===== src/rtl/bpfc_pkg.sv =====
// Shared constants, codes and control types of the byte pipe.
package bpfc_pkg;

  localparam int DEPTH    = 4096;
  localparam int MAX_READ = 64;
  localparam int AW       = $clog2(DEPTH);
  localparam int LEVEL_W  = 13;
  localparam int CNT_W    = 7;
  localparam int DATA_W   = 8;

  typedef enum logic [1:0] {
    FUNC_WRITE    = 2'd0,
    FUNC_READ     = 2'd1,
    FUNC_CLOSE_RD = 2'd2,
    FUNC_CLOSE_WR = 2'd3
  } func_t;

  typedef enum logic [1:0] {
    ST_OK     = 2'd0,
    ST_EOF    = 2'd1,
    ST_BLOCK  = 2'd2,
    ST_BROKEN = 2'd3
  } status_t;

  typedef enum logic [1:0] {
    END_OPEN      = 2'd0,
    END_RD_CLOSED = 2'd1,
    END_WR_CLOSED = 2'd2,
    END_CLOSED    = 2'd3
  } end_state_t;

  typedef struct packed {
    logic latch;
    logic single;
    logic start_rd;
    logic push_byte;
    logic cont_rd;
  } cmd_t;

  typedef struct packed {
    logic burst;
    logic out_free;
    logic rd_last;
  } sts_t;

endpackage


===== src/rtl/bpfc_ctrl.sv =====
// Controller state machine of the byte pipe.
module bpfc_ctrl
  import bpfc_pkg::*;
(
  input  logic clk,
  input  logic rst_n,
  input  logic in_valid,
  output logic in_stall,
  input  sts_t sts,
  output cmd_t cmd
);

  typedef enum logic [1:0] {
    S_IDLE,
    S_EXEC,
    S_RD_DATA
  } state_t;

  state_t state_r;
  logic   in_stall_r;

  assign in_stall = in_stall_r;

  always_comb begin
    cmd = '0;
    unique case (state_r)
      S_IDLE: begin
        cmd.latch = in_valid;
      end
      S_EXEC: begin
        cmd.start_rd = sts.burst;
        cmd.single   = !sts.burst && sts.out_free;
      end
      S_RD_DATA: begin
        cmd.push_byte = sts.out_free;
        cmd.cont_rd   = sts.out_free && !sts.rd_last;
      end
      default: begin
        cmd = '0;
      end
    endcase
  end

  always_ff @(posedge clk) begin
    if (!rst_n) begin
      state_r    <= S_IDLE;
      in_stall_r <= 1'b0;
    end else begin
      unique case (state_r)
        S_IDLE: begin
          if (in_valid) begin
            state_r    <= S_EXEC;
            in_stall_r <= 1'b1;
          end
        end
        S_EXEC: begin
          if (sts.burst) begin
            state_r <= S_RD_DATA;
          end else if (sts.out_free) begin
            state_r    <= S_IDLE;
            in_stall_r <= 1'b0;
          end
        end
        S_RD_DATA: begin
          if (sts.out_free && sts.rd_last) begin
            state_r    <= S_IDLE;
            in_stall_r <= 1'b0;
          end
        end
        default: begin
          state_r    <= S_IDLE;
          in_stall_r <= 1'b0;
        end
      endcase
    end
  end

endmodule


===== config.mk =====
export PLATFORM = sky130hd
export DESIGN_NAME = bpfc_ctrl
export DESIGN_NICKNAME = d
export VERILOG_FILES = /design/src/rtl/bpfc_pkg.sv /design/src/rtl/bpfc_ctrl.sv
export SDC_FILE = /design/constraint.sdc
export NUM_CORES = 1
export LEC_CHECK = 0
export ABC_AREA = 0
export BUFFER_PORTS_ARGS = -buffer_cell sky130_fd_sc_hd__clkbuf_2
export CAP_MARGIN = 40
export CORE_AREA = 10 10 47 49
export DETAILED_ROUTE_END_ITERATION = 6
export DIE_AREA = 0 0 57 59
export SLEW_MARGIN = 30
export SYNTH_ARGS = -nofsm -noshare
export SYNTH_HDL_FRONTEND = slang
export SYNTH_SLANG_ARGS = --single-unit

===== constraint.sdc =====
create_clock -name clk -period 3.07 [get_ports clk]
set_input_delay 0.307 -clock clk [delete_from_list [all_inputs] [get_ports clk]]
set_output_delay 0.307 -clock clk [all_outputs]
set_load 0.005 [all_outputs]

* Word level (Yosys, flattened, before mapping) *
Cells that the tools add are included.

word-level totals
  register bits = 3
  input port bits = 6
  word-level logic and storage cells = 30

operators by class
  equal/unequal tests = 7
  mux-type cells = 13
  reduce and logical (&&, ||, !) cells = 8

operator list
  kind                                                                   number
  2-bit 2-to-1 mux                                                       6
  2-bit inequality test, second input constant                           4
  2-bit case mux with 3 select lines                                     1
  1-bit 2-to-1 mux                                                       5
  4-bit AND reduction                                                    1
  1-bit logical AND                                                      3
  3-bit inequality test, second input constant                           1
  1-bit case mux with 3 select lines                                     1
  3-bit AND reduction                                                    1
  2-bit by 1-bit equality test with 1-bit output, second input constant  1
  2-bit equality test, second input constant                             1
  1-bit logical NOT                                                      2
  2-bit logical NOT                                                      1

* Depth between registers and ports, before layout *
Gate-level depths: netlist of run 1.

  depth in word-level cells = 3
  mapped depth = 3

* Worst setup path after synthesis of run 1 *
No wires, ideal clock.

  kind = register to output
  from = reg state_r[1]
  to = out cmd[0] (netlist bit)
  arrival time = 0.746 ns
  data required time = 2.763 ns
  slack = 2.017 ns
  stages on the path, launching flop included = 3
  cell sequence = dfxtp_1 > and3b_1 > nor2b_1

RTL lines
  item                      RTL line         RTL
  start: declaration        bpfc_ctrl.sv:19  state_t state_r;
  start signal: assignment  bpfc_ctrl.sv:46  state_r <= S_IDLE;
  start signal: assignment  bpfc_ctrl.sv:52  state_r <= S_EXEC;
  start signal: assignment  bpfc_ctrl.sv:58  state_r <= S_RD_DATA;
  end: declaration          bpfc_ctrl.sv:10  output cmd_t cmd

==> metrics.yaml, run 1 <==
fin_crit_sh_pct: 45.35
cts_tree: "yes"
relSlewSlack_pct: 85.56
cts_made_buffers: 3
clkTransAtPathRegs_ns: 0.03
layoutNonFillerInstCount: 51
fin_nets: 42
synth_cell_type_count: 14
worst_pin_slew_ns: 0.2162
grt_pass1_wl_um: 779
routedWlPerCell_um: 9.118
final_cell_mix: "clkbuf_2 (11), nand2_1 (3), nor2_1 (3), clkbuf_4 (3), dfxtp_1 (3)"
powerDensity_nw_per_um2: 491.2
grt_util_met2_pct: 4.651
dp.cells: 47
firstDrtPassIters: 2
post_cts_buffers: 0
nFillCells: 174
worst_hold_slack_ns: 0.2952
clockRootBuffer: "clkbuf_4"
cpPeakStageDelay_ns: 0.42
ys.warnings.count: 0
fp.dieW_um: 57
port-buffer-count: 11
hold_path.startpoint: "rst_n"
critPathBufInv: 1
critPathLaunch: "state_r[1]"
met1_usage_pct: 2.265
p_total_mw: 0.1303
globalRouteTotalUtil_pct: 3.418
fin_crit_ns: 1.392
critPathSlowestCell: "dfxtp_1"
peakVddDrop_mv: 0.09254
skew_ns: 0.0005157
syn_area_um2: 163.9
core-area_um2: 1401
crit_fanout: 7
grt_pass1_vias: 188
synthToLayoutAreaGrowth_pct: 61.83
initial_core_util_pct: 11.70
antenna_found_initial: 0
place.gp.congestion: 0.7337
initialDrtViolationCount: 4
ctsLongestPathBuffers: 2
die_y_um: 59
diodes: 0
final_util_pct: 18.93
place_area_um2: 239.0
grtUsageMet3_pct: 3.863
synth.net_count: 26
clock-sinks: 3
rsz0062_at_grt: "false"
ys_seq_area_share_pct: 36.64
hp-class: "in2reg"
synth.top_cell.area_share_pct: 36.64
crit_chain: "and3b_1, nor2b_1, clkbuf_2"
worstSkewPairLatency_ns: 0.23
syn_inst: 20
crit_required_ns: 2.76
cpLargestDelayFamily: "flip-flops"
layout_commonest_cell: "clkbuf_2"
yosysTopAreaCell: "dfxtp_1"
place_ws_ns: 1.908
grt.busiest_layer: "met2"
slew_viol_final: 0
via_per_inst: 3.765
rr_startpoint: "state_r[0]"
avgSynthCellArea_um2: 8.195
critPathLaunchType: "flop"
routed_wl_um: 465
ctsHoldBuffers: 0
post_cts_resized: 0
rr_endpoint: "state_r[0]"
clock.fmax_mhz: 718.2
setup_viol: 0
rr_worst_depth: 2
grt_max_degree: 8
die-area_um2: 3363
io_pins: 12
fin_area_um2: 265.3
htree_levels: 1
vias: 192
synth_commonest_cells: "dfxtp_1 (3), nand2_1 (3), nor2_1 (3)"
drcViolationCount: 0
synth_seq_cells: 3
maxCapViolCount: 0
worst-setup-path-type: "reg2out"
grt_overflow: 0
yosys-top-cells-area: "dfxtp_1 (37%), a211oi_2 (7.6%), nand2_1 (6.9%)"
ant_nets: 0
cp_num_cells: 3
layout-drive-gt1-share_pct: 42.86
fin_setup_tns_ns: 0
synth_edf_count: 0
worst_slack_ns: 1.678
synthArstFlopShare_pct: 0
endpoint_kind: "output port"
synth_flop_cell: "dfxtp_1"
crit_arrival_ns: 1.09
status: "completed"
num_rows: 14
rrSetupSlack_ns: 2.04
hold_viol_final: 0
setup.worst_path.end: "cmd[0]"
power_leakage_nw: 0.1333
-- registers in the layout, indices dropped and copies added (netlist names) --
register  count
in_stall      1
state_r       2
-- layer usage --
metal / up-vias / part of all wire, %
li1: 102 / -
met5: - / 0
met3: 0 / 14
met2: 8 / 47
met4: 0 / 0
met1: 82 / 39
-- logic make-up (layout without fill, tap and decap cells) --
| group | after synthesis | count (layout) | share of synthesized area, % |
|---|---|---|---|
| buf+inv | 1 | 16 | 2.288 |
| flops | 3 | 3 | 36.64 |
| compound gates | 4 | 4 | 20.61 |
| simple gates | 12 | 12 | 40.47 |
-- worst min path at each step --
stage               slack (ns)  cells after the start    endpoint
CTS                       0.29                      2  state_r[1]
detailed placement        0.48                      2    in_stall
global placement          0.48                      2    in_stall
finish                    0.30                      2  state_r[1]
floorplan                 0.42                      1  state_r[1]
global route              0.29                      2  state_r[1]
-- area by class of cell --
| cell class | count | area (um^2) | share of cell area, % |
|---|---|---|---|
| flip-flops and latches | 3 | 60.06 | 22.64 |
| well taps | 16 | 20.02 | 7.547 |
| clock buffers | 4 | 26.28 | 9.906 |
| multi-input cells | 16 | 100.1 | 37.74 |
| inverters | 1 | 3.754 | 1.415 |
| repair buffers | 11 | 55.05 | 20.75 |
-- worst register-to-register path: stages (launching register included) --
cell and delay [ns]:
dfxtp_1 0.37, or3b_1 0.37, a211oi_2 0.21
-- power by group --
| part | internal [mW] | switching [mW] |
|---|---|---|
| clock | 0.0486 | 0.0190 |
| sequential | 0.0421 | 0.00290 |
| combinational | 0.00954 | 0.00816 |
No activity file was read; power rests on OpenSTA's default activity.
==> run 2, diff against run 1 <==
- ABC_AREA: 0 -> 1
- clock period: 3.07 -> 1.4 ns (I/O delays scaled with it)
==> run 2 against run 1 <==
  * Global-route usage is 0.68 points higher
  * Design area is 8.5% higher
  * Clock skew is 0.0066 ns higher
  * Flip-flop and latch count stayed put
  * Clock power is 140% higher
  * Hold slack worse by 0.14 ns
  * Setup slack worse by 1.6 ns
  * Register-to-register slack worse by 1.6 ns
  * Clock-buffer cell count stayed put
  * Critical path type unchanged
  * Critical endpoint unchanged
==> metrics.yaml, run 2 <==
crit_fanout: 5
clock.fmax_mhz: 772.7
fin_crit_ns: 1.294
grt_pass1_vias: 267
setup_viol: 0
synthArstFlopShare_pct: 0
powerDensity_nw_per_um2: 1090
fin_crit_sh_pct: 92.44
worst-setup-path-type: "reg2out"
place.gp.congestion: 0.6727
regMostFlops: "state_r"
fp.dieW_um: 57
ys_seq_area_share_pct: 32.21
rr_startpoint: "state_r[0]"
worst_pin_slew_ns: 0.2404
post_cts_resized: 0
crit_required_ns: 1.26
via_per_inst: 3.850
htree_levels: 1
clock-sinks: 3
core-area_um2: 1401
peakVddDrop_mv: 0.3418
rsz0062_at_grt: "false"
routed_wl_um: 626
synth_flop_cell: "dfxtp_1"
layoutNonFillerInstCount: 60
relSlewSlack_pct: 83.95
synth_commonest_cells: "inv_1 (7), nand2_1 (7), dfxtp_1 (3)"
diodes: 0
layout-drive-gt1-share_pct: 40.91
initialDrtViolationCount: 0
synth.top_cell.area_share_pct: 32.21
die_y_um: 59
grt_max_degree: 6
final_cell_mix: "clkbuf_2 (11), nand2_1 (7), inv_1 (7)"
grt_pass1_wl_um: 1028
io_pins: 12
clkTransAtPathRegs_ns: 0.04
synthToLayoutAreaGrowth_pct: 54.36
dp_hpwl_um: 499.3
antenna_found_initial: 0
fin_nets: 51
synth_cell_type_count: 12
hold_path_depth: 3
skew_ns: 0.007093
cts_tree: "yes"
critPathLaunchType: "flop"
hold_viol_final: 0
grt_overflow: 0
synth_seq_cells: 3
syn_inst: 29
layout_commonest_cell: "clkbuf_2"
yosysTopAreaCell: "dfxtp_1"
hold_path.startpoint: "rst_n"
power_leakage_nw: 0.1582
globalRouteTotalUtil_pct: 4.100
clockRootBuffer: "clkbuf_4"
num_rows: 14
vias: 231
endpoint_kind: "output port"
syn_area_um2: 186.4
maxCapViolCount: 0
rrSetupSlack_ns: 0.46
ys.warnings.count: 0
avgSynthCellArea_um2: 6.429
status: "completed"
rr_endpoint: "in_stall"
slew_viol_final: 0
rr_worst_depth: 6
dp.cells: 56
routedWlPerCell_um: 10.43
synth.net_count: 35
firstDrtPassIters: 1
post_cts_buffers: 0
worstSkewPairLatency_ns: 0.24
yosys-top-cells-area: "dfxtp_1 (32%), inv_1 (14%), nand2_1 (14%)"
synth_edf_count: 0
port-buffer-count: 11
crit_arrival_ns: 1.15
cts_made_buffers: 3
ctsHoldBuffers: 0
ant_nets: 0
ctsLongestPathBuffers: 2
die-area_um2: 3363
min_to: "in_stall"
fin_setup_tns_ns: 0
initial_core_util_pct: 13.30
drcViolationCount: 0
hp-class: "in2reg"
largest_register_ffs: 2
==> run 2: changes by cell type after synthesis, moves of 2 or more <==
cell	before	now
inv_1	1	7
nand2_1	3	7
nand3_1	0	2
nor2_1	3	1
nor3_1	0	2
==> run 2: cells by family (layout without fill, tap and decap cells) <==
logic type	count (synthesis)	count (layout)	share of synthesized area [%]
compound gates	3	3	10.07
simple gates	15	15	41.61
flops	3	3	32.22
buf+inv	8	23	16.11
==> run 2: per-stage QoR <==
stage | worst slack (ns) | power (mW) | cell area, um^2 | hold slack, ns | util, %
final | 0.1059 | 0.3137 | 287.8 | 0.1572 | 20.54
after global routing | 0.01602 | 0.3342 | 287.8 | 0.1855 | 20.54
after CTS | 0.09217 | 0.3169 | 287.8 | 0.1573 | 20.54
after detailed placement | 0.3558 | 0.1510 | 261.5 | 0.3998 | 18.66
after global placement | 0.3893 | 0.1504 | 261.5 | 0.3991 | 18.66
after floorplan | 0.5001 | 0.1285 | 186.4 | 0.2975 | -
==> run 2: where the power goes <==
part	switching, mW	total, mW	internal, mW	leakage, nW
sequential	0.00637	0.0982	0.0919	0.0247
clock	0.0568	0.164	0.108	0.0150
combinational	0.0292	0.0511	0.0219	0.118
==> run 2: how the worst max path moves through the flow <==
| stage | from | end | slack, ns | depth (start not counted) |
|---|---|---|---|---|
| floorplan | state_r[1] | cmd[0] | 0.50 | 2 |
| global placement | state_r[1] | cmd[0] | 0.39 | 3 |
| detailed placement | state_r[1] | cmd[0] | 0.36 | 3 |
| CTS | state_r[1] | cmd[0] | 0.09 | 3 |
| global route | state_r[1] | cmd[0] | 0.02 | 3 |
| finish | state_r[1] | cmd[0] | 0.11 | 3 |
==> run 2: area by class of cell <==
cell class	instances	area (um^2)
Clock buffer	4	26.28
Tap cell	16	20.02
Multi-Input combinational cell	18	96.34
Sequential cell	3	60.06
Timing Repair Buffer	11	55.05
Fill cell	177	1114
Inverter	8	30.03
==> run 2: metal layers <==
metal  part of all wire (%)  global-route usage (%)  wire [um]
met5                      0                       0          0
met3                     10                   4.292         64
met1                     44                   3.669        278
met4                    1.4                   2.013          9
met2                     44                   5.891        274
==> run 2: worst max-delay path: stages, from the launching register on <==
cell      delay, ns
dfxtp_1        0.44
inv_1          0.09
nor4_1         0.22
clkbuf_2       0.16
==> run 3, diff against run 2 <==
- clock period: 1.4 -> 1.7 ns (I/O delays scaled with it)
==> run 3 against run 2 <==
  * Core utilization stayed put
  * Setup slack improved by 0.28 ns
  * Largest power group unchanged
  * Critical path depth did not move
  * Die area unchanged
  * Register-to-register slack improved by 0.32 ns
  * Total power fell by 19%
==> metrics.yaml, run 3 (synthesis results as in run 2) <==
hold_path.startpoint: "rst_n"
relSlewSlack_pct: 84.53
port-buffer-count: 11
grt_overflow: 0
critPathLaunchType: "flop"
io_pins: 12
initial_core_util_pct: 13.30
critPathLaunch: "state_r[1]"
hold_viol_final: 0
regMostFlops: "state_r"
rr_endpoint: "in_stall"
ctsLongestPathBuffers: 2
die-area_um2: 3363
antenna_found_initial: 0
fin_crit_ns: 1.312
final_cell_mix: "clkbuf_2 (11), nand2_1 (7), inv_1 (7)"
fin_nets: 51
firstDrtPassIters: 1
power_leakage_nw: 0.1582
worstSkewPairLatency_ns: 0.24
cts_tree: "yes"
globalRouteTotalUtil_pct: 4.147
htree_levels: 1
fin_crit_sh_pct: 77.20
core-area_um2: 1401
ant_nets: 0
routed_wl_um: 617
setup.worst_path.end: "cmd[0]"
diodes: 0
dp_hpwl_um: 507.3
fp.dieW_um: 57
vias: 238
rrSetupSlack_ns: 0.78
place.gp.congestion: 0.6729
crit_required_ns: 1.53
crit_arrival_ns: 1.14
die_y_um: 59
grt_pass1_wl_um: 993
rr_startpoint: "state_r[0]"
worst-setup-path-type: "reg2out"
powerDensity_nw_per_um2: 885.6
clock.fmax_mhz: 762.0
num_rows: 14
via_per_inst: 3.967
clkTransAtPathRegs_ns: 0.04
initialDrtViolationCount: 0
worst_pin_slew_ns: 0.2318
clockRootBuffer: "clkbuf_4"
slew_viol_final: 0
rsz0062_at_grt: "false"
layout_commonest_cell: "clkbuf_2"
post_cts_buffers: 0
crit_fanout: 5
dp.cells: 56
grt_max_degree: 6
largest_register_ffs: 2
hp-class: "in2reg"
clock-sinks: 3
endpoint_kind: "output port"
routedWlPerCell_um: 10.28
cts_made_buffers: 3
peakVddDrop_mv: 0.2587
rr_worst_depth: 6
maxCapViolCount: 0
p_total_mw: 0.2549
post_cts_resized: 0
status: "completed"
drcViolationCount: 0
layoutNonFillerInstCount: 60
skew_ns: 0.007086
setup_viol: 0
ctsHoldBuffers: 0
grt_pass1_vias: 254
fin_setup_tns_ns: 0
layout-drive-gt1-share_pct: 40.91
nFillCells: 184
synthToLayoutAreaGrowth_pct: 54.36
-- run 3: final cells by class --
class	instances	area, um^2	share of cell area (%)
Inverter	8	30.03	10.43
Multi-Input combinational cell	18	96.34	33.48
Sequential cell	3	60.06	20.87
Clock buffer	4	26.28	9.130
Tap cell	16	20.02	6.957
Timing Repair Buffer	11	55.05	19.13
-- run 3: per-layer routing --
metal  routed length, um  vias up  global-route usage [%]
met2                 264       11                   5.891
met4                  32        0                   5.034
met5                   0        -                       0
met1                 234      102                   3.084
met3                  85        5                   3.648
li1                    -      120                       -
-- run 3: stage by stage --
stage | util [%] | worst slack, ns | hold slack (ns) | cell area (um^2)
5_1_grt | 20.54 | 0.2823 | 0.2012 | 287.8
4_1_cts | 20.54 | 0.3623 | 0.1847 | 287.8
3_5_place_dp | 18.66 | 0.6285 | 0.4364 | 261.5
2_1_floorplan | - | 0.7701 | 0.3275 | 186.4
3_3_place_gp | 18.66 | 0.6595 | 0.4291 | 261.5
6_report | 20.54 | 0.3877 | 0.1922 | 287.8
-- run 3: worst min path at each step --
stage          endpoint  slack [ns]  cells past startpoint
6_report       in_stall        0.19                      3
5_1_grt        in_stall        0.20                      3
4_1_cts        in_stall        0.18                      3
3_5_place_dp   in_stall        0.44                      3
3_3_place_gp   in_stall        0.43                      3
2_1_floorplan  in_stall        0.33                      2
-- run 3: report_power, final --
group | internal [mW] | switching, mW | total [mW]
Clock | 0.0884 | 0.0435 | 0.132
Combinational | 0.0180 | 0.0242 | 0.0423
Sequential | 0.0757 | 0.00501 | 0.0807
-- run 3: critical path: stages, from the launching register on --
cell      delay [ns]
dfxtp_1         0.44
inv_1           0.08
nor4_1          0.22
clkbuf_2        0.16
